### src/hw/rtl/srv_pkg.sv
// Shared types and constants of the stacked barcode row validator.
// No dependencies; every other file of the block but srv_ram imports this package.
`timescale 1ns / 1ps

package srv_pkg;

    // Code 128 symbol value
    localparam int CW_W = 7;
    typedef logic [CW_W-1:0] t_cw;

    // Result fields
    typedef logic [3:0] t_status;
    typedef logic [6:0] t_count;

    // Command codes
    typedef logic [1:0] t_cmd;
    localparam t_cmd CMD_CODEWORD   = 2'd0;
    localparam t_cmd CMD_END_ROW    = 2'd1;
    localparam t_cmd CMD_END_SYMBOL = 2'd2;

    // Status codes
    localparam t_status ST_NEW_ROW       = 4'd0;
    localparam t_status ST_DUPLICATE     = 4'd1;
    localparam t_status ST_SHORT         = 4'd2;
    localparam t_status ST_CHECK_BAD     = 4'd3;
    localparam t_status ST_TOO_LONG      = 4'd4;
    localparam t_status ST_SIZE_MISMATCH = 4'd5;
    localparam t_status ST_OK            = 4'd6;
    localparam t_status ST_SIZE_ERROR    = 4'd7;
    localparam t_status ST_UNDER_TWO     = 4'd8;
    localparam t_status ST_BAD_TOTAL     = 4'd9;
    localparam t_status ST_BAD_INDEX     = 4'd10;

    // Row rules
    localparam int MIN_ROW_LEN = 6;

    // Mod-103 reduction: floor(x / 103) = (x * 20361) >> 21, exact for x < 2^14
    localparam int MOD_BASE    = 103;
    localparam int MOD_RECIP   = 20361;
    localparam int MOD_RECIP_W = 15;
    localparam int MOD_SHIFT   = 21;

    // Row and symbol indicator decoding
    localparam t_cw CODE_SET_C = 7'd99;
    localparam int  IDX_OFS_C  = 42;
    localparam int  IDX_SPLIT  = 26;
    localparam int  IDX_OFS_HI = 20;
    localparam int  IDX_OFS_LO = 10;
    localparam int  TOT_OFS_C  = 2;
    localparam int  TOT_SPLIT  = 64;
    localparam int  TOT_OFS_HI = 62;
    localparam int  TOT_OFS_LO = 34;

    // Item as it moves down the pipeline
    typedef struct packed {
        t_cmd              cmd;
        t_cw               cw;
        logic [3*CW_W-1:0] recent;  // last three codewords, newest low
    } t_item;

endpackage

### src/hw/rtl/srv_in_if.sv
// Input channel of the row validator: one command with its codeword per transaction.
// Depends on srv_pkg.
`timescale 1ns / 1ps

interface srv_in_if import srv_pkg::*; ();
    logic valid;
    logic ready;
    t_cmd command;
    t_cw  codeword;

    modport source (output valid, output command, output codeword, input ready);
    modport sink   (input valid, input command, input codeword, output ready);
endinterface

### src/hw/rtl/srv_out_if.sv
// Result channel of the row validator: one status report per transaction.
// Depends on srv_pkg.
`timescale 1ns / 1ps

interface srv_out_if import srv_pkg::*; ();
    logic    valid;
    logic    ready;
    t_status status;
    t_count  row_count;
    t_count  row_length;
    t_cw     check_one;
    t_cw     check_two;

    modport source (output valid, output status, output row_count, output row_length,
                    output check_one, output check_two, input ready);
    modport sink   (input valid, input status, input row_count, input row_length,
                    input check_one, input check_two, output ready);
endinterface

### src/hw/rtl/stacked_barcode_row_validator_unit.sv
// Top level of the stacked barcode row validator.
// Depends on srv_pkg, srv_in_if, srv_out_if, srv_front, srv_issue, srv_ram, srv_row_ctl.
//
// Usage:
//   i_in carries one transaction per item: a command (codeword, end of row,
//   end of symbol) and a 7-bit Code 128 value. Codewords produce no result;
//   each end of row and end of symbol produces one status transaction on o_out.
//   Command code 3 is taken and ignored.
//   Throughput: one transaction per cycle in any mix of commands, while o_out
//   takes its results. A result passes through the accept stage, the memory
//   stage with the row bank RAM read, and the row stage into the output
//   register.
//   The checksum product is multiplied in the accept stage,
//   divided by 103 in the memory stage and summed in the row stage.
//   Rows are kept in one RAM of two banks of MAX_ROW_CODES entries; the bank
//   being filled is written while the last stored row is read for comparison.
//   Reset (i_rst_n low, synchronous, i_in.ready low) clears all control state and
//   starts a new symbol with bank 0 filling; the RAM needs no clearing pass.
//   When o_out stalls with a result waiting, i_in keeps taking transactions
//   until a second result reaches the row stage; then ready drops until the
//   output register empties.
`timescale 1ns / 1ps

module stacked_barcode_row_validator_unit import srv_pkg::*; #(
    parameter int MAX_ROW_CODES = 64,
    parameter int MAX_ROWS      = 64
) (
    input  logic       i_clk,
    input  logic       i_rst_n,
    srv_in_if.sink     i_in,
    srv_out_if.source  o_out
);

    localparam int PW  = $clog2(MAX_ROW_CODES + 2);
    localparam int JW  = $clog2(MAX_ROW_CODES);
    localparam int PRW = JW + CW_W;
    localparam int QW  = PRW - 6;
    localparam int AW  = $clog2(2 * MAX_ROW_CODES);

    logic           en;
    logic           bank;
    logic           s1_valid;
    t_item          s1_item;
    logic [PW-1:0]  s1_pos;
    logic [PRW-1:0] s1_prod;
    logic           s2_valid;
    t_item          s2_item;
    logic [PW-1:0]  s2_pos;
    logic [PRW-1:0] s2_prod;
    logic [QW-1:0]  s2_q;
    logic           ram_we;
    logic [AW-1:0]  ram_waddr;
    t_cw            ram_wdata;
    logic           ram_re;
    logic [AW-1:0]  ram_raddr;
    t_cw            ram_rdata;

    // Accept stage
    srv_front #(
        .MAX_ROW_CODES(MAX_ROW_CODES)
    ) u_front (
        .i_clk      (i_clk),
        .i_rst_n    (i_rst_n),
        .i_en       (en),
        .i_in       (i_in),
        .o_s1_valid (s1_valid),
        .o_s1_item  (s1_item),
        .o_s1_pos   (s1_pos),
        .o_s1_prod  (s1_prod)
    );

    // Memory stage
    srv_issue #(
        .MAX_ROW_CODES(MAX_ROW_CODES)
    ) u_issue (
        .i_clk      (i_clk),
        .i_rst_n    (i_rst_n),
        .i_en       (en),
        .i_s1_valid (s1_valid),
        .i_s1_item  (s1_item),
        .i_s1_pos   (s1_pos),
        .i_s1_prod  (s1_prod),
        .i_bank     (bank),
        .o_we       (ram_we),
        .o_waddr    (ram_waddr),
        .o_wdata    (ram_wdata),
        .o_re       (ram_re),
        .o_raddr    (ram_raddr),
        .o_s2_valid (s2_valid),
        .o_s2_item  (s2_item),
        .o_s2_pos   (s2_pos),
        .o_s2_prod  (s2_prod),
        .o_s2_q     (s2_q)
    );

    // Two row banks
    srv_ram #(
        .WIDTH(CW_W),
        .DEPTH(2 * MAX_ROW_CODES)
    ) u_row_banks (
        .i_clk   (i_clk),
        .i_we    (ram_we),
        .i_waddr (ram_waddr),
        .i_wdata (ram_wdata),
        .i_re    (ram_re),
        .i_raddr (ram_raddr),
        .o_rdata (ram_rdata)
    );

    // Row stage and result register
    srv_row_ctl #(
        .MAX_ROW_CODES(MAX_ROW_CODES),
        .MAX_ROWS     (MAX_ROWS)
    ) u_row_ctl (
        .i_clk      (i_clk),
        .i_rst_n    (i_rst_n),
        .i_s2_valid (s2_valid),
        .i_s2_item  (s2_item),
        .i_s2_pos   (s2_pos),
        .i_s2_prod  (s2_prod),
        .i_s2_q     (s2_q),
        .i_rdata    (ram_rdata),
        .o_en       (en),
        .o_bank     (bank),
        .o_out      (o_out)
    );

endmodule

### src/hw/rtl/srv_ram.sv
// Generic single-clock RAM: one write port, one read port with registered read data.
// No dependencies.
`timescale 1ns / 1ps

module srv_ram #(
    parameter int WIDTH = 7,
    parameter int DEPTH = 128,
    localparam int AW   = $clog2(DEPTH)
) (
    input  logic             i_clk,
    input  logic             i_we,
    input  logic [AW-1:0]    i_waddr,
    input  logic [WIDTH-1:0] i_wdata,
    input  logic             i_re,
    input  logic [AW-1:0]    i_raddr,
    output logic [WIDTH-1:0] o_rdata
);

    logic [WIDTH-1:0] r_mem [DEPTH];
    logic [WIDTH-1:0] r_rdata;

    // Write, then read into the output register
    always_ff @(posedge i_clk) begin
        if (i_we) begin
            r_mem[i_waddr] <= i_wdata;
        end
        if (i_re) begin
            r_rdata <= r_mem[i_raddr];
        end
    end

    assign o_rdata = r_rdata;

endmodule

### src/hw/rtl/srv_front.sv
// Accept stage: takes transactions, tracks the row position and the last codewords,
// and forms the checksum product for the previous codeword. Depends on srv_pkg, srv_in_if.
`timescale 1ns / 1ps

module srv_front import srv_pkg::*; #(
    parameter int MAX_ROW_CODES = 64,
    localparam int PW  = $clog2(MAX_ROW_CODES + 2),
    localparam int JW  = $clog2(MAX_ROW_CODES),
    localparam int PRW = JW + CW_W
) (
    input  logic           i_clk,
    input  logic           i_rst_n,
    input  logic           i_en,
    srv_in_if.sink         i_in,
    output logic           o_s1_valid,
    output t_item          o_s1_item,
    output logic [PW-1:0]  o_s1_pos,
    output logic [PRW-1:0] o_s1_prod
);

    localparam logic [PW-1:0] POS_MAX = PW'(MAX_ROW_CODES);
    localparam logic [PW-1:0] POS_OVF = PW'(MAX_ROW_CODES + 1);

    logic              accept;
    logic              known_cmd;
    logic [PW-1:0]     r_pos, n_pos;
    logic [3*CW_W-1:0] r_recent, n_recent;
    logic              r_s1_valid;
    t_item             r_s1_item;
    logic [PW-1:0]     r_s1_pos;
    logic [PRW-1:0]    r_s1_prod;

    // Hold ready low during reset
    assign i_in.ready = i_en && i_rst_n;
    assign accept     = i_in.valid && i_en && i_rst_n;
    assign known_cmd  = (i_in.command == CMD_CODEWORD) || (i_in.command == CMD_END_ROW)
                        || (i_in.command == CMD_END_SYMBOL);

    // Advance position and codeword history
    always_comb begin
        n_pos    = r_pos;
        n_recent = r_recent;
        case (i_in.command)
            CMD_CODEWORD: begin
                if (r_pos >= POS_MAX) begin
                    n_pos = POS_OVF;
                end else begin
                    n_pos    = r_pos + PW'(1);
                    n_recent = {r_recent[2*CW_W-1:0], i_in.codeword};
                end
            end
            CMD_END_ROW, CMD_END_SYMBOL: begin
                n_pos    = '0;
                n_recent = '0;
            end
            default: begin
            end
        endcase
    end

    // Control state
    always_ff @(posedge i_clk) begin
        if (!i_rst_n) begin
            r_pos      <= '0;
            r_recent   <= '0;
            r_s1_valid <= 1'b0;
        end else begin
            if (i_en) begin
                r_s1_valid <= accept && known_cmd;
            end
            if (accept) begin
                r_pos    <= n_pos;
                r_recent <= n_recent;
            end
        end
    end

    // Capture the transaction with its weighted product
    always_ff @(posedge i_clk) begin
        if (accept) begin
            r_s1_item.cmd    <= i_in.command;
            r_s1_item.cw     <= i_in.codeword;
            r_s1_item.recent <= r_recent;
            r_s1_pos         <= r_pos;
            r_s1_prod        <= PRW'(r_pos[JW-1:0]) * PRW'(r_recent[CW_W-1:0]);
        end
    end

    assign o_s1_valid = r_s1_valid;
    assign o_s1_item  = r_s1_item;
    assign o_s1_pos   = r_s1_pos;
    assign o_s1_prod  = r_s1_prod;

endmodule

### src/hw/rtl/srv_issue.sv
// Memory stage: issues the row bank write and the compare read, and forms the
// mod-103 quotient of the checksum product. Depends on srv_pkg.
`timescale 1ns / 1ps

module srv_issue import srv_pkg::*; #(
    parameter int MAX_ROW_CODES = 64,
    localparam int PW  = $clog2(MAX_ROW_CODES + 2),
    localparam int JW  = $clog2(MAX_ROW_CODES),
    localparam int PRW = JW + CW_W,
    localparam int QW  = PRW - 6,   // quotient by 103 stays below 2^(PRW-6)
    localparam int WW  = PRW + MOD_RECIP_W,
    localparam int AW  = $clog2(2 * MAX_ROW_CODES)
) (
    input  logic           i_clk,
    input  logic           i_rst_n,
    input  logic           i_en,
    input  logic           i_s1_valid,
    input  t_item          i_s1_item,
    input  logic [PW-1:0]  i_s1_pos,
    input  logic [PRW-1:0] i_s1_prod,
    input  logic           i_bank,
    output logic           o_we,
    output logic [AW-1:0]  o_waddr,
    output t_cw            o_wdata,
    output logic           o_re,
    output logic [AW-1:0]  o_raddr,
    output logic           o_s2_valid,
    output t_item          o_s2_item,
    output logic [PW-1:0]  o_s2_pos,
    output logic [PRW-1:0] o_s2_prod,
    output logic [QW-1:0]  o_s2_q
);

    logic           in_row;
    logic [AW-1:0]  row_ofs;
    logic [WW-1:0]  recip_prod;
    logic           r_s2_valid;
    t_item          r_s2_item;
    logic [PW-1:0]  r_s2_pos;
    logic [PRW-1:0] r_s2_prod;
    logic [QW-1:0]  r_s2_q;

    assign in_row  = i_s1_pos < PW'(MAX_ROW_CODES);
    assign row_ofs = AW'(i_s1_pos[JW-1:0]);

    // Write the codeword to the filling bank, read the stored row at the same place
    assign o_we    = i_en && i_s1_valid && (i_s1_item.cmd == CMD_CODEWORD) && in_row;
    assign o_waddr = i_bank ? AW'(MAX_ROW_CODES) + row_ofs : row_ofs;
    assign o_wdata = i_s1_item.cw;
    assign o_re    = i_en;
    assign o_raddr = i_bank ? row_ofs : AW'(MAX_ROW_CODES) + row_ofs;

    // Quotient by reciprocal multiplication
    assign recip_prod = WW'(i_s1_prod) * WW'(MOD_RECIP);

    always_ff @(posedge i_clk) begin
        if (!i_rst_n) begin
            r_s2_valid <= 1'b0;
        end else if (i_en) begin
            r_s2_valid <= i_s1_valid;
        end
    end

    // Hand the transaction to the row stage
    always_ff @(posedge i_clk) begin
        if (i_en && i_s1_valid) begin
            r_s2_item <= i_s1_item;
            r_s2_pos  <= i_s1_pos;
            r_s2_prod <= i_s1_prod;
            r_s2_q    <= recip_prod[MOD_SHIFT +: QW];
        end
    end

    assign o_s2_valid = r_s2_valid;
    assign o_s2_item  = r_s2_item;
    assign o_s2_pos   = r_s2_pos;
    assign o_s2_prod  = r_s2_prod;
    assign o_s2_q     = r_s2_q;

endmodule

### src/hw/rtl/srv_row_ctl.sv
// Row stage: checksum accumulation, row and symbol checks, symbol state and the
// result register. Depends on srv_pkg, srv_out_if.
`timescale 1ns / 1ps

module srv_row_ctl import srv_pkg::*; #(
    parameter int MAX_ROW_CODES = 64,
    parameter int MAX_ROWS      = 64,
    localparam int PW  = $clog2(MAX_ROW_CODES + 2),
    localparam int JW  = $clog2(MAX_ROW_CODES),
    localparam int PRW = JW + CW_W,
    localparam int QW  = PRW - 6,
    localparam int LW  = $clog2(MAX_ROW_CODES + 1),
    localparam int RW  = $clog2(MAX_ROWS + 1)
) (
    input  logic           i_clk,
    input  logic           i_rst_n,
    input  logic           i_s2_valid,
    input  t_item          i_s2_item,
    input  logic [PW-1:0]  i_s2_pos,
    input  logic [PRW-1:0] i_s2_prod,
    input  logic [QW-1:0]  i_s2_q,
    input  t_cw            i_rdata,
    output logic           o_en,
    output logic           o_bank,
    srv_out_if.source      o_out
);

    // Symbol and row state
    logic            r_bank, n_bank;
    t_cw             r_acc, n_acc;
    logic            r_differs, n_differs;
    logic [RW-1:0]   r_rows, n_rows;
    logic [LW-1:0]   r_first_len, n_first_len;
    logic [2*CW_W-1:0] r_first_ind, n_first_ind;
    logic            r_err_size, n_err_size;
    logic            r_err_index, n_err_index;
    logic [2*CW_W-1:0] r_kept, n_kept;
    logic [2*CW_W-1:0] r_head, n_head;

    // Result register
    logic            r_out_valid;
    t_status         r_out_status;
    t_count          r_out_count;
    t_count          r_out_length;
    logic [2*CW_W-1:0] r_out_kept;

    logic            en;
    logic            has_result;
    logic            in_row;
    logic            overflow;
    logic [LW-1:0]   len;
    logic [PRW-1:0]  qx103;
    logic [PRW-1:0]  rem_full;
    logic [CW_W:0]   acc_sum;
    t_cw             acc_next;
    t_cw             last_cw;
    t_cw             head_sel;
    t_cw             head_val;
    t_cw             first_sel;
    t_cw             first_val;
    logic [7:0]      idx_ext;
    logic [7:0]      cnt_ext;
    logic            idx_ok;
    logic            tot_ok;
    logic            row_store;
    t_status         res_status;
    t_count          res_count;
    t_count          res_length;
    logic [2*CW_W-1:0] res_kept;

    // Stall only when a result cannot leave
    assign has_result = i_s2_valid && ((i_s2_item.cmd == CMD_END_ROW)
                        || (i_s2_item.cmd == CMD_END_SYMBOL));
    assign en         = !(has_result && r_out_valid && !o_out.ready);

    // Reduce the product and add it to the running sum
    assign qx103    = PRW'(i_s2_q) * PRW'(MOD_BASE);
    assign rem_full = i_s2_prod - qx103;
    assign acc_sum  = {1'b0, r_acc} + {1'b0, rem_full[CW_W-1:0]};
    assign acc_next = (acc_sum >= (CW_W+1)'(MOD_BASE)) ?
                      CW_W'(acc_sum - (CW_W+1)'(MOD_BASE)) : acc_sum[CW_W-1:0];

    assign in_row   = i_s2_pos < PW'(MAX_ROW_CODES);
    assign overflow = i_s2_pos > PW'(MAX_ROW_CODES);
    assign len      = overflow ? LW'(MAX_ROW_CODES) : LW'(i_s2_pos);
    assign last_cw  = i_s2_item.recent[CW_W-1:0];

    // Row index indicator of the row being ended
    assign head_sel = r_head[2*CW_W-1:CW_W];
    assign head_val = r_head[CW_W-1:0];
    assign idx_ext  = 8'(r_rows);
    always_comb begin
        if (head_sel == CODE_SET_C) begin
            idx_ok = {1'b0, head_val} == idx_ext + 8'(IDX_OFS_C);
        end else if (head_val >= CW_W'(IDX_SPLIT)) begin
            idx_ok = {1'b0, head_val} == idx_ext + 8'(IDX_OFS_HI);
        end else begin
            idx_ok = {1'b0, head_val} == idx_ext + 8'(IDX_OFS_LO);
        end
    end

    // Row total indicator of the first row
    assign first_sel = r_first_ind[2*CW_W-1:CW_W];
    assign first_val = r_first_ind[CW_W-1:0];
    assign cnt_ext   = 8'(r_rows);
    always_comb begin
        if (first_sel == CODE_SET_C) begin
            tot_ok = {1'b0, first_val} + 8'(TOT_OFS_C) == cnt_ext;
        end else if (first_val >= CW_W'(TOT_SPLIT)) begin
            tot_ok = {1'b0, first_val} == cnt_ext + 8'(TOT_OFS_HI);
        end else begin
            tot_ok = {1'b0, first_val} + 8'(TOT_OFS_LO) == cnt_ext;
        end
    end

    // Per-transaction update of the row and symbol state
    always_comb begin
        n_bank      = r_bank;
        n_acc       = r_acc;
        n_differs   = r_differs;
        n_rows      = r_rows;
        n_first_len = r_first_len;
        n_first_ind = r_first_ind;
        n_err_size  = r_err_size;
        n_err_index = r_err_index;
        n_kept      = r_kept;
        n_head      = r_head;
        row_store   = 1'b0;
        res_status  = ST_OK;
        res_count   = 7'(r_rows);
        res_length  = 7'(r_first_len);
        res_kept    = r_kept;
        if (i_s2_valid) begin
            case (i_s2_item.cmd)
                CMD_CODEWORD: begin
                    if (in_row) begin
                        if (i_s2_pos != '0) begin
                            n_acc = acc_next;
                        end
                        if ((r_rows != '0) && (i_s2_pos < PW'(r_first_len))
                            && (i_rdata != i_s2_item.cw)) begin
                            n_differs = 1'b1;
                        end
                        if (i_s2_pos == PW'(0)) begin
                            n_head[2*CW_W-1:CW_W] = i_s2_item.cw;
                        end
                        if (i_s2_pos == PW'(1)) begin
                            n_head[CW_W-1:0] = i_s2_item.cw;
                        end
                    end
                end
                CMD_END_ROW: begin
                    if (overflow) begin
                        res_status = ST_TOO_LONG;
                    end else if (len < LW'(MIN_ROW_LEN)) begin
                        res_status = ST_SHORT;
                    end else if (r_acc != last_cw) begin
                        res_status = ST_CHECK_BAD;
                    end else if (r_rows == '0) begin
                        n_first_len = len;
                        n_first_ind = r_head;
                        row_store   = 1'b1;
                    end else if (!r_differs && (len == r_first_len)) begin
                        n_kept     = i_s2_item.recent[3*CW_W-1:CW_W];
                        res_status = ST_DUPLICATE;
                    end else if (len != r_first_len) begin
                        n_err_size = 1'b1;
                        res_status = ST_SIZE_MISMATCH;
                    end else if (r_rows >= RW'(MAX_ROWS)) begin
                        n_err_size = 1'b1;
                        res_status = ST_TOO_LONG;
                    end else begin
                        if (!idx_ok) begin
                            n_err_index = 1'b1;
                        end
                        row_store = 1'b1;
                    end
                    if (row_store) begin
                        n_rows     = r_rows + RW'(1);
                        n_bank     = ~r_bank;
                        n_kept     = i_s2_item.recent[3*CW_W-1:CW_W];
                        res_status = ST_NEW_ROW;
                    end
                    res_count  = 7'(n_rows);
                    res_length = 7'(len);
                    res_kept   = n_kept;
                    n_acc      = '0;
                    n_differs  = 1'b0;
                end
                CMD_END_SYMBOL: begin
                    if (r_err_size) begin
                        res_status = ST_SIZE_ERROR;
                    end else if (r_rows < RW'(2)) begin
                        res_status = ST_UNDER_TWO;
                    end else if (!tot_ok) begin
                        res_status = ST_BAD_TOTAL;
                    end else if (r_err_index) begin
                        res_status = ST_BAD_INDEX;
                    end else begin
                        res_status = ST_OK;
                    end
                    n_acc       = '0;
                    n_differs   = 1'b0;
                    n_rows      = '0;
                    n_first_len = '0;
                    n_first_ind = '0;
                    n_err_size  = 1'b0;
                    n_err_index = 1'b0;
                    n_kept      = '0;
                end
                default: begin
                end
            endcase
        end
    end

    // Commit state when the pipeline advances
    always_ff @(posedge i_clk) begin
        if (!i_rst_n) begin
            r_bank      <= 1'b0;
            r_acc       <= '0;
            r_differs   <= 1'b0;
            r_rows      <= '0;
            r_first_len <= '0;
            r_first_ind <= '0;
            r_err_size  <= 1'b0;
            r_err_index <= 1'b0;
            r_kept      <= '0;
            r_out_valid <= 1'b0;
        end else begin
            if (en) begin
                r_bank      <= n_bank;
                r_acc       <= n_acc;
                r_differs   <= n_differs;
                r_rows      <= n_rows;
                r_first_len <= n_first_len;
                r_first_ind <= n_first_ind;
                r_err_size  <= n_err_size;
                r_err_index <= n_err_index;
                r_kept      <= n_kept;
            end
            if (en && has_result) begin
                r_out_valid <= 1'b1;
            end else if (o_out.ready) begin
                r_out_valid <= 1'b0;
            end
        end
    end

    // Hold the row head and the result payload
    always_ff @(posedge i_clk) begin
        if (en) begin
            r_head <= n_head;
        end
        if (en && has_result) begin
            r_out_status <= res_status;
            r_out_count  <= res_count;
            r_out_length <= res_length;
            r_out_kept   <= res_kept;
        end
    end

    assign o_en             = en;
    assign o_bank           = n_bank;
    assign o_out.valid      = r_out_valid;
    assign o_out.status     = r_out_status;
    assign o_out.row_count  = r_out_count;
    assign o_out.row_length = r_out_length;
    assign o_out.check_one  = r_out_kept[2*CW_W-1:CW_W];
    assign o_out.check_two  = r_out_kept[CW_W-1:0];

    // Checksum accumulator stays reduced
    a_acc_range: assert property (@(posedge i_clk) disable iff (!i_rst_n)
        r_acc < CW_W'(MOD_BASE))
        else $error("checksum accumulator out of mod-103 range");

    // Bank flips only with a newly stored row
    a_bank_flip: assert property (@(posedge i_clk) disable iff (!i_rst_n)
        (r_bank != $past(r_bank)) |-> (r_rows == $past(r_rows) + RW'(1)))
        else $error("row bank switched without storing a row");

    // Index errors come only from rows after the first
    a_index_rows: assert property (@(posedge i_clk) disable iff (!i_rst_n)
        r_err_index |-> (r_rows >= RW'(2)))
        else $error("bad index flag set with fewer than two rows");

    // Stored row count within capacity
    a_rows_cap: assert property (@(posedge i_clk) disable iff (!i_rst_n)
        r_rows <= RW'(MAX_ROWS))
        else $error("stored row count above capacity");

endmodule

### src/flat_wrapper.sv
// flat-port wrapper written by rule: the top's interface ports become plain ports
module stacked_barcode_row_validator_unit_flat import srv_pkg::*;
#(
    parameter int MAX_ROW_CODES = 64,
    parameter int MAX_ROWS      = 64
)
  (i_clk, i_rst_n, i_in_valid, i_in_command, i_in_codeword, i_in_ready, o_out_valid, o_out_status, o_out_row_count, o_out_row_length, o_out_check_one, o_out_check_two, o_out_ready);
  srv_in_if i_in_i ();
  srv_out_if o_out_i ();
  input  logic i_clk;
  input  logic i_rst_n;
  input wire logic [$bits(i_in_i.valid)-1:0] i_in_valid;
  input wire logic [$bits(i_in_i.command)-1:0] i_in_command;
  input wire logic [$bits(i_in_i.codeword)-1:0] i_in_codeword;
  output wire logic [$bits(i_in_i.ready)-1:0] i_in_ready;
  output wire logic [$bits(o_out_i.valid)-1:0] o_out_valid;
  output wire logic [$bits(o_out_i.status)-1:0] o_out_status;
  output wire logic [$bits(o_out_i.row_count)-1:0] o_out_row_count;
  output wire logic [$bits(o_out_i.row_length)-1:0] o_out_row_length;
  output wire logic [$bits(o_out_i.check_one)-1:0] o_out_check_one;
  output wire logic [$bits(o_out_i.check_two)-1:0] o_out_check_two;
  input wire logic [$bits(o_out_i.ready)-1:0] o_out_ready;
  assign i_in_i.valid = i_in_valid;
  assign i_in_i.command = i_in_command;
  assign i_in_i.codeword = i_in_codeword;
  assign i_in_ready = i_in_i.ready;
  assign o_out_valid = o_out_i.valid;
  assign o_out_status = o_out_i.status;
  assign o_out_row_count = o_out_i.row_count;
  assign o_out_row_length = o_out_i.row_length;
  assign o_out_check_one = o_out_i.check_one;
  assign o_out_check_two = o_out_i.check_two;
  assign o_out_i.ready = o_out_ready;
  stacked_barcode_row_validator_unit #(.MAX_ROW_CODES(MAX_ROW_CODES), .MAX_ROWS(MAX_ROWS)) u_core (.i_clk(i_clk), .i_rst_n(i_rst_n), .i_in(i_in_i), .o_out(o_out_i));
endmodule
### config.mk
export PLATFORM = sky130hd
export DESIGN_NAME = stacked_barcode_row_validator_unit_flat
export DESIGN_NICKNAME = d
export VERILOG_FILES = /design/src/hw/rtl/srv_pkg.sv /design/src/hw/rtl/srv_in_if.sv /design/src/hw/rtl/srv_out_if.sv /design/src/hw/rtl/stacked_barcode_row_validator_unit.sv /design/src/hw/rtl/srv_ram.sv /design/src/hw/rtl/srv_front.sv /design/src/hw/rtl/srv_issue.sv /design/src/hw/rtl/srv_row_ctl.sv /design/src/flat_wrapper.sv
export SDC_FILE = /design/constraint.sdc
export NUM_CORES = 1
export LEC_CHECK = 0
export CAP_MARGIN = 20
export CORE_UTILIZATION = 55
export CTS_CLUSTER_DIAMETER = 150
export CTS_CLUSTER_SIZE = 10
export DETAILED_ROUTE_END_ITERATION = 10
export DONT_BUFFER_PORTS = 1
export MAX_ROUTING_LAYER = met4
export PLACE_DENSITY_LB_ADDON = 0.2
export SETUP_SLACK_MARGIN = 0.05
export SLEW_MARGIN = 25
export SYNTH_ARGS = -nofsm -noshare
export SYNTH_HDL_FRONTEND = slang
export SYNTH_SLANG_ARGS = --single-unit
### constraint.sdc
create_clock -name i_clk -period 6.2 [get_ports i_clk]
set_input_delay 0 -clock i_clk [delete_from_list [all_inputs] [get_ports i_clk]]
set_output_delay 0 -clock i_clk [all_outputs]
set_load 0.005 [all_outputs]
; After elaboration in Yosys (flattened, before gate mapping)
; Memories as Yosys holds them, arrays and structs flattened. A register that Yosys moved wholly into a read port is not among the register bits.
; Index checks and enable logic that the tools add are counted.
[classes]
addsub = 12
multipliers = 3
div = 0
magnitude_cmp = 11
eq_ne = 31
shift = 0
n_mux = 89
n_bitwise = 2
n_reduce_logical = 44
[op_table]
columns = cell, n
row1 = 2-to-1 mux 14 bit, 12
row2 = 2-to-1 mux 7 bit, 16
row3 = case mux 14 bit (2 select lines), 2
row4 = case mux 7 bit (2 select lines), 4
row5 = case mux 21 bit (2 select lines), 1
row6 = 2-to-1 mux 1 bit, 37
row7 = == test 7 x 8 -> 1 bit, 4
row8 = multiplier 13 x 15 -> 28 bit (second input constant), 1
row9 = adder 7 x 6 -> 8 bit (second input constant), 3
row10 = inequality test 2 bit (second input constant), 12
row11 = >= comparator 7 bit (second input constant), 3
row12 = 2-to-1 mux 21 bit, 1
row13 = inequality test 7 bit, 3
row14 = 2-to-1 mux 4 bit, 5
row15 = AND reduction 5 bit, 4
row16 = == test 8 x 7 -> 1 bit, 2
row17 = 2-to-1 mux 3 bit, 5
row18 = adder 7 x 1 -> 7 bit (second input constant), 2
row19 = == test 7 bit (second input constant), 2
row20 = logical AND 1 bit, 14
row21 = logical NOT 7 bit, 2
row22 = < comparator 7 bit (second input constant), 2
row23 = nonzero test 7 bit, 2
row24 = multiplier 6 x 7 -> 13 bit, 1
row25 = 34 further kinds, 52
[totals]
ff_bits = 231
latchBits = 0
mem_bits_rw = 896
rom_bits = 0
in_bits = 13
out_inout_bits = 34
elab_cells = 224
n_memories = 1
[mem_list]
columns = memory, depth, word_bits, read_ports, rd_ports_with_merged_regs, wr, line
row1 = u_core.u_row_banks.r_mem, 128, 7, 1, 1, 1, srv_ram.sv:19  ; logic [WIDTH-1:0] r_mem [DEPTH];

; Longest topological paths before layout
; Gate-level depths: netlist of run 1.
[depth]
depth_word = 15
mapped_depth = 21

; Cells and area by module
; A second synthesis of run 1 with hierarchy kept.
[unflattened]
cells_unflattened = 2909
hier_area_um2 = 50397.1
[by_module_without_submodules]
columns = module, n_inst, cells_each, area_per_inst_um2, seq_area_each_um2
row1 = srv_ram, 1, 1453, 34868.4, 27116.0
row2 = srv_row_ctl, 1, 713, 6755.2, 2462.4
row3 = srv_issue, 1, 388, 4784.6, 1731.7
row4 = srv_front, 1, 355, 3988.8, 2082.0

; Worst setup path before layout of run 1
; No wires, ideal clock.
[synth_timing]
kind = register to register
start = register u_core.u_front.r_s1_prod[5], in the netlist u_core.u_front.o_s1_prod[5]
end = register u_core.u_issue.r_s2_q[6], in the netlist u_core.u_issue.o_s2_q[6] (data pin)
setup_ps = 264
t_arrival_ps = 4523
path_slack_ps = 1414
path_stages_with_launch = 19
cell_sequence = edfxtp_1 > ha_1 > inv_1 > fa_1 > inv_1 > fa_1 > inv_1 > fa_1 > fa_1 > inv_1 > ha_1 > a21o_1 > a21o_1 > a21oi_1 > o211ai_1 > o221ai_1 > o21bai_1 > a221oi_1 > xnor2_1
[synth_between]
elab_chain_len = 1
[synth_rtl]
columns = element, line
row1 = start: declaration, srv_front.sv:31  ; logic [PRW-1:0] r_s1_prod;
row2 = start signal: assignment, srv_front.sv:85  ; r_s1_prod <= PRW'(r_pos[JW-1:0]) * PRW'(r_recent[CW_W-1:0]);
row3 = multiplier 13 x 15 -> 28 bit, srv_issue.sv:54  ; assign recip_prod = WW'(i_s1_prod) * WW'(MOD_RECIP);
row4 = named net u_core.u_issue.recip_prod[27], srv_issue.sv:36  ; logic [WW-1:0] recip_prod;
row5 = end signal: assignment, srv_issue.sv:70  ; r_s2_q <= recip_prod[MOD_SHIFT +: QW];
row6 = end: declaration, srv_issue.sv:41  ; logic [QW-1:0] r_s2_q;
; The timed path passes the listed nets, and every way through them passes these cells.
; A chain may end at the register's enable or synchronous reset.

; Worst setup path after layout of run 1
[layout_timing]
start = register u_core.u_front.r_s1_prod[6], in the netlist u_core.u_front.o_s1_prod[6]
end = register u_core.u_issue.r_s2_q[6], in the netlist u_core.u_issue.o_s2_q[6] (data pin)
; The elaborated chain is that of the path after synthesis.

==> impl_metrics.xml, run 1 <==
<?xml version="1.0" encoding="UTF-8"?>
<metrics>
  <group name="logic_synthesis">
    <metric name="share_of_flip_flops_with_an_asynchronous_set_or_reset_after_synthesis" unit="%">0</metric>
    <metric name="synth_seq_area_share" unit="%">69.1</metric>
    <metric name="synth_enable_flop_cells" unit="">1050</metric>
    <metric name="syn-cell-area" unit="sq mm">0.0481</metric>
    <metric name="synthesis.instances" unit="">3199</metric>
    <metric name="synth_xor_xnor_area_share" unit="%">1.60</metric>
    <metric name="synth_top_family_by_area" unit="">compound AO/OA/AOI/OAI gates</metric>
    <metric name="synth_flop_type" unit="">sky130_fd_sc_hd__edfxtp_1</metric>
    <metric name="yosys.area_share.simple" unit="%">6.87</metric>
    <metric name="flops_latches_synth" unit="">1134</metric>
    <metric name="yosysWarnings" unit="">0</metric>
    <metric name="postSynthNetCount" unit="">3443</metric>
    <metric name="post_synth_fa_ha_maj_area_fraction" unit="%">7.22</metric>
    <metric name="synth_area_per_cell" unit="sq um">15.0</metric>
    <metric name="synth_compound_area_share" unit="%">10.8</metric>
    <metric name="synthMuxAreaShare" unit="%">1.69</metric>
    <metric name="number_of_distinct_standard_cells_referenced_by_the_synthesized_netlist" unit="">69</metric>
  </group>
  <group name="status">
    <metric name="status" unit="">finished clean</metric>
  </group>
  <group name="cts">
    <metric name="clock-root-buffer" unit="">sky130_fd_sc_hd__clkbuf_16</metric>
    <metric name="clock_sinks" unit="">1134</metric>
    <metric name="clock_latency_reported_for_the_late_side_of_the_worst_skew_pair" unit="ns">0.75</metric>
    <metric name="ctsHoldBuffers" unit="">23</metric>
    <metric name="h-tree-depth" unit="">4</metric>
    <metric name="post_cts.resized_instances" unit="">0</metric>
    <metric name="clkSlewWorstSetupHoldPaths" unit="ns">0.06</metric>
    <metric name="clock_tree_from_tritoncts" unit="">yes</metric>
    <metric name="post_cts.repair.setup_buffers" unit="">0</metric>
    <metric name="cts_inserted_buffers" unit="">131</metric>
    <metric name="clk_path_buf_depth" unit="">3</metric>
  </group>
  <group name="floorplan">
    <metric name="die_x" unit="um">298</metric>
    <metric name="std_cell_rows" unit="">108</metric>
    <metric name="die_h" unit="um">298</metric>
    <metric name="die_area" unit="sq mm">0.0886</metric>
    <metric name="io_pins" unit="">47</metric>
    <metric name="initial_core_util" unit="%">55.5</metric>
    <metric name="core" unit="sq mm">0.0866</metric>
  </group>
  <group name="worst_setup_path">
    <metric name="worstSetupPathDepth" unit="">18</metric>
    <metric name="slowest_delay" unit="ns">0.53</metric>
    <metric name="critPathKind" unit="">flip-flop to flip-flop</metric>
    <metric name="worst_setup_path_start_kind" unit="">flip-flop</metric>
    <metric name="worstPathMaxFanout" unit="">7</metric>
    <metric name="timing.critical_path.max_delay_family" unit="">adder cells</metric>
    <metric name="critical_path.cell_chain" unit="">ha_1 &gt; inv_1 &gt; fa_1 &gt; inv_1 &gt; fa_1 &gt; inv_1 &gt; fa_1 &gt; fa_1 &gt; inv_1 &gt; ha_1 &gt; a21o_1 &gt; a21o_1 &gt; a21oi_1 &gt; o211ai_1 &gt; o221ai_1 &gt; o21bai_1 &gt; a221oi_1 &gt; xnor2_1</metric>
    <metric name="worst-r2r-cell-count" unit="">18</metric>
    <metric name="timing.critical_path.arrival" unit="ns">5.66</metric>
    <metric name="critPathRequiredTime" unit="ns">6.68</metric>
    <metric name="cp_slowest_cell" unit="">sky130_fd_sc_hd__fa_1</metric>
    <metric name="endpoint_kind" unit="">flip-flop</metric>
    <metric name="timing.critical_path.buf_inv" unit="">4</metric>
    <metric name="setup.worst_path.start" unit="">u_core.u_front.o_s1_prod[6]</metric>
    <metric name="regToRegStartpoint" unit="">u_core.u_front.o_s1_prod[6]</metric>
  </group>
  <group name="min_path">
    <metric name="hold_path_depth" unit="">1</metric>
    <metric name="hp-class" unit="">primary input to primary output</metric>
    <metric name="worstHoldStart" unit="">i_rst_n</metric>
  </group>
  <group name="global_routing">
    <metric name="top_usage_layer" unit="">met2</metric>
    <metric name="grt_first_pass_wirelength" unit="um">176000</metric>
    <metric name="globalRouteTotalUtil" unit="%">27.1</metric>
    <metric name="use_met3" unit="%">4.89</metric>
    <metric name="grt_remaining_overflow" unit="">0</metric>
    <metric name="grt_antenna_before_repair" unit="">0</metric>
    <metric name="met1_usage_grt" unit="%">35.5</metric>
    <metric name="met2_usage" unit="%">42.9</metric>
    <metric name="grt_max_degree" unit="">114</metric>
    <metric name="first_global_vias" unit="">28534</metric>
  </group>
  <group name="place">
    <metric name="gpl.final_weighted_congestion" unit="">0.878</metric>
    <metric name="post_place_cells" unit="">4252</metric>
    <metric name="place.detailed.hpwl" unit="um">70000</metric>
    <metric name="numPortBuffers" unit="">0</metric>
  </group>
  <group name="routing">
    <metric name="vias_per_cell" unit="">6.40</metric>
    <metric name="wl_per_cell" unit="um">26.1</metric>
    <metric name="final_antenna_violating_net_count" unit="">0</metric>
    <metric name="drc" unit="">0</metric>
    <metric name="drt_pass_1_iters" unit="">5</metric>
    <metric name="routed_wl" unit="um">116000</metric>
    <metric name="dr.first_iter.drc_count" unit="">3252</metric>
    <metric name="vias" unit="">28478</metric>
  </group>
  <group name="timing">
    <metric name="rsz0062_at_grt" unit="">false</metric>
    <metric name="fin_crit" unit="ns">5.18</metric>
    <metric name="worstMarginPinSlew" unit="ns">1.09</metric>
    <metric name="totalNegativeSetupSlack" unit="ns">0</metric>
    <metric name="relSlewSlack" unit="%">26.7</metric>
    <metric name="timing.final.crit_share" unit="%">83.5</metric>
    <metric name="hold_viol_final" unit="">0</metric>
    <metric name="setup_viol" unit="">0</metric>
    <metric name="slew_violations" unit="">0</metric>
    <metric name="achievable_frequency" unit="GHz">0.193</metric>
    <metric name="worst_clock_skew" unit="ns">0.0383</metric>
  </group>
  <group name="power">
    <metric name="swShare" unit="%">23.0</metric>
    <metric name="power.combinational.fraction" unit="%">9.2</metric>
    <metric name="total_leakage_power" unit="uW">0.0178</metric>
    <metric name="clockPowerShare" unit="%">40.4</metric>
    <metric name="power.share.sequential" unit="%">50.4</metric>
    <metric name="internal_power" unit="uW">12900</metric>
    <metric name="power.density_cell_area" unit="mW/mm^2">313</metric>
    <metric name="ir_drop" unit="mV">0.278</metric>
    <metric name="switching_power" unit="uW">3860</metric>
  </group>
  <group name="cells_and_area">
    <metric name="finalCoreUtilization" unit="%">62.0</metric>
    <metric name="layout-drive-gt1-share" unit="%">9.98</metric>
    <metric name="area_growth_syn_to_layout" unit="%">11.7</metric>
    <metric name="mostFrequentLayoutCells" unit="">sky130_fd_sc_hd__edfxtp_1, sky130_fd_sc_hd__a22oi_1, sky130_fd_sc_hd__inv_1, sky130_fd_sc_hd__ha_1, sky130_fd_sc_hd__clkbuf_16</metric>
    <metric name="layout_commonest_cell" unit="">sky130_fd_sc_hd__edfxtp_1</metric>
    <metric name="antenna_cells_inserted" unit="">0</metric>
    <metric name="instances_no_fill" unit="">4452</metric>
    <metric name="nNetsFinal" unit="">3498</metric>
  </group>
  <group name="run">
    <metric name="timing.max_cap.violations" unit="">0</metric>
  </group>
</metrics>
logic make-up (layout without fill, tap and decap cells):
family,after synthesis,after routing
fa+ha+maj,231,231
buf+inv,348,446
xor+xnor,88,88
simple gates,624,624
mux,58,58
compound gates,716,716
flops,1134,1134
path summary, 6_finish.rpt:
| path | end | slack [ns] |
|---|---|---|
| min reg2reg | u_core.u_issue.o_s2_item[12] | 0.41 |
| max reg2reg | u_core.u_issue.o_s2_q[6] | 1.02 |
| max | u_core.u_issue.o_s2_q[6] | 1.02 |
| min | i_in_ready | 0.11 |
flip-flops by register name, indices dropped and copies added, names as in the netlist, 13 cells and up:
name,flops
u_core.u_front.o_s1_item,30
u_core.u_front.o_s1_prod,13
u_core.u_front.r_recent,21
u_core.u_issue.o_s2_item,30
u_core.u_row_banks.r_mem,896
u_core.u_row_ctl.r_first_ind,14
u_core.u_row_ctl.r_head,14
u_core.u_row_ctl.r_kept,14
u_core.u_row_ctl.r_out_kept,14
metrics by stage:
step           worst slack (ns)  hold WS [ns]  instance area, sq um  total power [uW]
3_3_place_gp               1.17        0.0997                 49600             10100
5_1_grt                   0.687         0.119                 53700             17300
6_report                   1.02         0.114                 53700             16800
3_5_place_dp               1.06        0.0998                 49700             10100
4_1_cts                    1.07      0.000981                 53600             16900
2_1_floorplan              1.41        0.0989                 48100              9720
synthesized netlist by cell type (16+ instances only):
| library cell | count | share of area [%] |
|---|---|---|
| sky130_fd_sc_hd__edfxtp_1 | 1050 | 66 |
| sky130_fd_sc_hd__a22oi_1 | 404 | 6.3 |
| sky130_fd_sc_hd__inv_1 | 159 | 1.2 |
| sky130_fd_sc_hd__ha_1 | 154 | 4.0 |
| sky130_fd_sc_hd__clkbuf_1 | 143 | 1.1 |
| sky130_fd_sc_hd__nand4_1 | 123 | 1.6 |
| sky130_fd_sc_hd__nand2_1 | 120 | 0.94 |
| sky130_fd_sc_hd__nor2_1 | 116 | 0.91 |
| sky130_fd_sc_hd__dfxtp_1 | 84 | 3.5 |
| sky130_fd_sc_hd__fa_1 | 77 | 3.2 |
| sky130_fd_sc_hd__nor3_1 | 75 | 0.78 |
| sky130_fd_sc_hd__o21ai_0 | 68 | 0.71 |
| sky130_fd_sc_hd__a21oi_1 | 58 | 0.60 |
| sky130_fd_sc_hd__xnor2_1 | 55 | 1.0 |
| sky130_fd_sc_hd__a22o_1 | 37 | 0.67 |
| sky130_fd_sc_hd__and2_1 | 34 | 0.44 |
| sky130_fd_sc_hd__a21boi_0 | 33 | 0.52 |
| sky130_fd_sc_hd__buf_1 | 33 | 0.26 |
| sky130_fd_sc_hd__xor2_1 | 33 | 0.60 |
| sky130_fd_sc_hd__nand3_1 | 31 | 0.32 |
| sky130_fd_sc_hd__nand3b_1 | 28 | 0.44 |
| sky130_fd_sc_hd__mux2i_1 | 25 | 0.52 |
| sky130_fd_sc_hd__a221oi_1 | 24 | 0.44 |
| sky130_fd_sc_hd__nor2b_1 | 23 | 0.30 |
| sky130_fd_sc_hd__o211ai_1 | 21 | 0.33 |
| sky130_fd_sc_hd__nor3b_1 | 19 | 0.30 |
| sky130_fd_sc_hd__mux4_2 | 17 | 0.80 |
| sky130_fd_sc_hd__mux2_2 | 16 | 0.37 |
routing by layer:
layer  part of all wire, %  vias up
li1                      -    12532
met1                    40    14344
met2                    49     1396
met3                   8.4      206
met4                   2.5        0
met5                     0        -
worst register-to-register path: stages, from the launching register on:
cell                       delay (ns)
sky130_fd_sc_hd__edfxtp_1        0.52
sky130_fd_sc_hd__ha_1            0.34
sky130_fd_sc_hd__inv_1           0.05
sky130_fd_sc_hd__fa_1            0.50
sky130_fd_sc_hd__inv_1           0.06
sky130_fd_sc_hd__fa_1            0.53
sky130_fd_sc_hd__inv_1           0.05
sky130_fd_sc_hd__fa_1            0.45
sky130_fd_sc_hd__fa_1            0.49
sky130_fd_sc_hd__inv_1           0.04
sky130_fd_sc_hd__ha_1            0.28
sky130_fd_sc_hd__a21o_1          0.16
sky130_fd_sc_hd__a21o_1          0.17
sky130_fd_sc_hd__a21oi_1         0.25
sky130_fd_sc_hd__o211ai_1        0.16
sky130_fd_sc_hd__o221ai_1        0.29
sky130_fd_sc_hd__o21bai_1        0.15
sky130_fd_sc_hd__a221oi_1        0.34
sky130_fd_sc_hd__xnor2_1         0.11
power groups by stage:
stage	combinational, uW	sequential (uW)	clock (uW)
2_1_floorplan	1060	8660	0
3_3_place_gp	1460	8610	0
3_5_place_dp	1510	8620	0
4_1_cts	1540	8460	6850
5_1_grt	1740	8460	7140
6_report	1550	8460	6790
cell type report:
| class | count | area [sq um] |
|---|---|---|
| sequential | 1134 | 33200 |
| fill | 6147 | 32900 |
| multi-input combinational | 1717 | 13800 |
| clock buffer | 166 | 3490 |
| tap | 1155 | 1450 |
| timing repair buffer | 108 | 971 |
| inverter | 162 | 609 |
| clock inverter | 10 | 143 |
No activity file was read; power rests on OpenSTA's default activity.
==> run 2, diff against run 1 <==
==> constraint.sdc (replaced) <==
create_clock -name i_clk -period 4.75 [get_ports i_clk]
set_input_delay 0 -clock i_clk [delete_from_list [all_inputs] [get_ports i_clk]]
set_output_delay 0 -clock i_clk [all_outputs]
set_load 0.005 [all_outputs]
==> run 2 against run 1 <==
  * Combinational power rose by 41%
  * Die area did not move
  * Clock power rose by 29%
  * Routed wire length fell by 0.46%
  * Utilization rose by 0.80 points
==> impl_metrics.xml, run 2 (same netlist as run 1, synthesis figures left out) <==
<?xml version="1.0" encoding="UTF-8"?>
<metrics>
  <group name="worst_setup_path">
    <metric name="worst_setup_path_start_kind" unit="">flip-flop</metric>
    <metric name="critPathRequiredTime" unit="ns">5.22</metric>
    <metric name="critical_path.cell_chain" unit="">fa_2 &gt; inv_2 &gt; fa_1 &gt; inv_2 &gt; fa_1 &gt; inv_2 &gt; fa_2 &gt; fa_1 &gt; inv_2 &gt; ha_4 &gt; a21o_1 &gt; a21o_1 &gt; a21oi_2 &gt; buf_4 &gt; o211ai_1 &gt; o221ai_1 &gt; o21bai_1 &gt; a221oi_2 &gt; xnor2_1</metric>
    <metric name="worst-r2r-cell-count" unit="">19</metric>
    <metric name="cell_repeated_most_along_the_worst_path" unit="">sky130_fd_sc_hd__inv_2</metric>
    <metric name="timing.critical_path.arrival" unit="ns">5.11</metric>
    <metric name="endpoint_kind" unit="">flip-flop</metric>
    <metric name="slowest_delay" unit="ns">0.52</metric>
    <metric name="worstPathMaxFanout" unit="">2</metric>
    <metric name="cp_slowest_cell" unit="">sky130_fd_sc_hd__fa_1</metric>
    <metric name="critPathKind" unit="">flip-flop to flip-flop</metric>
  </group>
  <group name="routing">
    <metric name="routed_wl" unit="um">116000</metric>
    <metric name="final_antenna_violating_net_count" unit="">0</metric>
    <metric name="drc" unit="">0</metric>
    <metric name="dr.first_iter.drc_count" unit="">3018</metric>
    <metric name="wl_per_cell" unit="um">25.5</metric>
    <metric name="vias" unit="">28888</metric>
    <metric name="vias_per_cell" unit="">6.38</metric>
    <metric name="drt_pass_1_iters" unit="">6</metric>
  </group>
  <group name="timing">
    <metric name="worstMarginPinSlew" unit="ns">1.01</metric>
    <metric name="fin_crit" unit="ns">4.64</metric>
    <metric name="hold_ws" unit="ns">0.0330</metric>
    <metric name="relSlewSlack" unit="%">32.3</metric>
    <metric name="slew_violations" unit="">0</metric>
    <metric name="worst_clock_skew" unit="ns">0.0233</metric>
    <metric name="achievable_frequency" unit="GHz">0.216</metric>
    <metric name="hold_viol_final" unit="">0</metric>
    <metric name="rsz0062_at_grt" unit="">true</metric>
    <metric name="setup_viol" unit="">0</metric>
    <metric name="timing.final.crit_share" unit="%">97.6</metric>
    <metric name="post-route-worst-setup-slack" unit="ns">0.113</metric>
  </group>
  <group name="floorplan">
    <metric name="initial_core_util" unit="%">55.5</metric>
    <metric name="std_cell_rows" unit="">108</metric>
    <metric name="die_h" unit="um">298</metric>
    <metric name="die_x" unit="um">298</metric>
    <metric name="io_pins" unit="">47</metric>
    <metric name="core" unit="sq mm">0.0866</metric>
    <metric name="die_area" unit="sq mm">0.0886</metric>
  </group>
  <group name="cells_and_area">
    <metric name="layout_commonest_cell" unit="">sky130_fd_sc_hd__edfxtp_1</metric>
    <metric name="antenna_cells_inserted" unit="">0</metric>
    <metric name="finish.instance_area" unit="sq mm">0.0544</metric>
    <metric name="area_growth_syn_to_layout" unit="%">13.1</metric>
    <metric name="layout-drive-gt1-share" unit="%">12.7</metric>
    <metric name="mostFrequentLayoutCells" unit="">sky130_fd_sc_hd__edfxtp_1, sky130_fd_sc_hd__a22oi_1, sky130_fd_sc_hd__inv_1, sky130_fd_sc_hd__buf_4, sky130_fd_sc_hd__ha_1</metric>
    <metric name="largest_register" unit="">u_core.u_row_banks.r_mem</metric>
    <metric name="nNetsFinal" unit="">3578</metric>
    <metric name="instances_no_fill" unit="">4529</metric>
    <metric name="largest_register_ffs" unit="">896</metric>
  </group>
  <group name="global_routing">
    <metric name="globalRouteTotalUtil" unit="%">27.1</metric>
    <metric name="grt_first_pass_wirelength" unit="um">176000</metric>
    <metric name="grt_remaining_overflow" unit="">0</metric>
    <metric name="grt_max_degree" unit="">91</metric>
    <metric name="grt_antenna_before_repair" unit="">1</metric>
    <metric name="first_global_vias" unit="">28986</metric>
  </group>
  <group name="min_path">
    <metric name="hp-class" unit="">primary input to flip-flop</metric>
    <metric name="hold_path_depth" unit="">1</metric>
  </group>
  <group name="cts">
    <metric name="clk_path_buf_depth" unit="">3</metric>
    <metric name="clock_latency_reported_for_the_late_side_of_the_worst_skew_pair" unit="ns">0.73</metric>
    <metric name="clock_tree_from_tritoncts" unit="">yes</metric>
    <metric name="clkSlewWorstSetupHoldPaths" unit="ns">0.06</metric>
    <metric name="clock_sinks" unit="">1134</metric>
    <metric name="cts_inserted_buffers" unit="">131</metric>
    <metric name="h-tree-depth" unit="">4</metric>
    <metric name="clock-root-buffer" unit="">sky130_fd_sc_hd__clkbuf_16</metric>
  </group>
  <group name="power">
    <metric name="total_power" unit="uW">22000</metric>
    <metric name="ir_drop" unit="mV">0.400</metric>
    <metric name="power.density_cell_area" unit="mW/mm^2">404</metric>
    <metric name="total_leakage_power" unit="uW">0.0182</metric>
  </group>
  <group name="place">
    <metric name="numPortBuffers" unit="">0</metric>
    <metric name="post_place_cells" unit="">4325</metric>
    <metric name="place.detailed.hpwl" unit="um">70100</metric>
    <metric name="dpl-instance-area" unit="sq mm">0.0503</metric>
    <metric name="dpl_worst_slack" unit="ns">-0.0291</metric>
    <metric name="gpl.final_weighted_congestion" unit="">0.871</metric>
  </group>
  <group name="status">
    <metric name="status" unit="">finished clean</metric>
  </group>
  <group name="run">
    <metric name="timing.max_cap.violations" unit="">0</metric>
  </group>
</metrics>
## run 2: cell types whose count changed in the layout (fill, tap and decap cells not counted), sizes merged
cell / delta
buf: +82
clkbuf: -4
dlygate4sd3: -2
inv: +1
## run 2: layout make-up
cell class,count,area (sq um)
Inverter,162,608
Tap cell,1155,1450
Sequential cell,1134,33200
Fill cell,6211,32200
Clock buffer,162,3460
Clock inverter,11,145
Timing Repair Buffer,188,1630
Multi-Input combinational cell,1717,13900
## run 2: what timing repair did
action	4_1_cts	5_1_grt
resized for setup	2	12
endpoints found under the hold margin	100	0
buffers inserted	8	3
setup endpoints to repair	3	7
hold buffers	22	0
pin swaps	5	14
gates cloned	0	0
## run 2: final timing paths
| check | startpoint | endpoint | slack (ns) |
|---|---|---|---|
| max | u_core.u_front.o_s1_prod[4] | u_core.u_issue.o_s2_q[6] | 0.11 |
| max reg2reg | u_core.u_front.o_s1_prod[4] | u_core.u_issue.o_s2_q[6] | 0.11 |
| min | i_in_codeword[0] | u_core.u_front.o_s1_item[21] | 0.03 |
| min reg2reg | u_core.u_front.o_s1_item[16] | u_core.u_issue.o_s2_item[16] | 0.41 |
## run 2: power breakdown
group / internal [uW] / total [uW] / switching [uW]
combinational: 903 / 2180 / 1280
clock: 5080 / 8780 / 3700
sequential: 11000 / 11000 / 39.6
total: 17000 / 22000 / 5020
## run 2: critical path, delay by kind of cell (launching register included)
| family | cells | cell delay (ns) |
|---|---|---|
| adders and majority gates | 6 | 2.42 |
| DFF | 1 | 0.44 |
| xor gates and xnor gates | 1 | 0.10 |
| buffers and inverters | 5 | 0.40 |
| AOI/OAI and AO/OA | 7 | 1.03 |
## run 2: stage by stage
| step | utilization, % | TNS (ns) |
|---|---|---|
| 6_report | 62.8 | 0 |
| 5_1_grt | 62.8 | -0.173 |
| 4_1_cts | 62.6 | 0 |
| 3_5_place_dp | 58.1 | -0.0291 |
| 3_3_place_gp | 57.9 | -0.0222 |
| 2_1_floorplan | - | 0 |
## run 2: per-layer routing
| metal | vias to the layer above | track usage, % | routed length, um |
|---|---|---|---|
| met1 | 14638 | 34.8 | 45500 |
| met5 | - | - | 0 |
| li1 | 12690 | - | - |
| met3 | 208 | 4.56 | 9440 |
| met2 | 1352 | 43.9 | 57500 |
| met4 | 0 | 8.93 | 3160 |
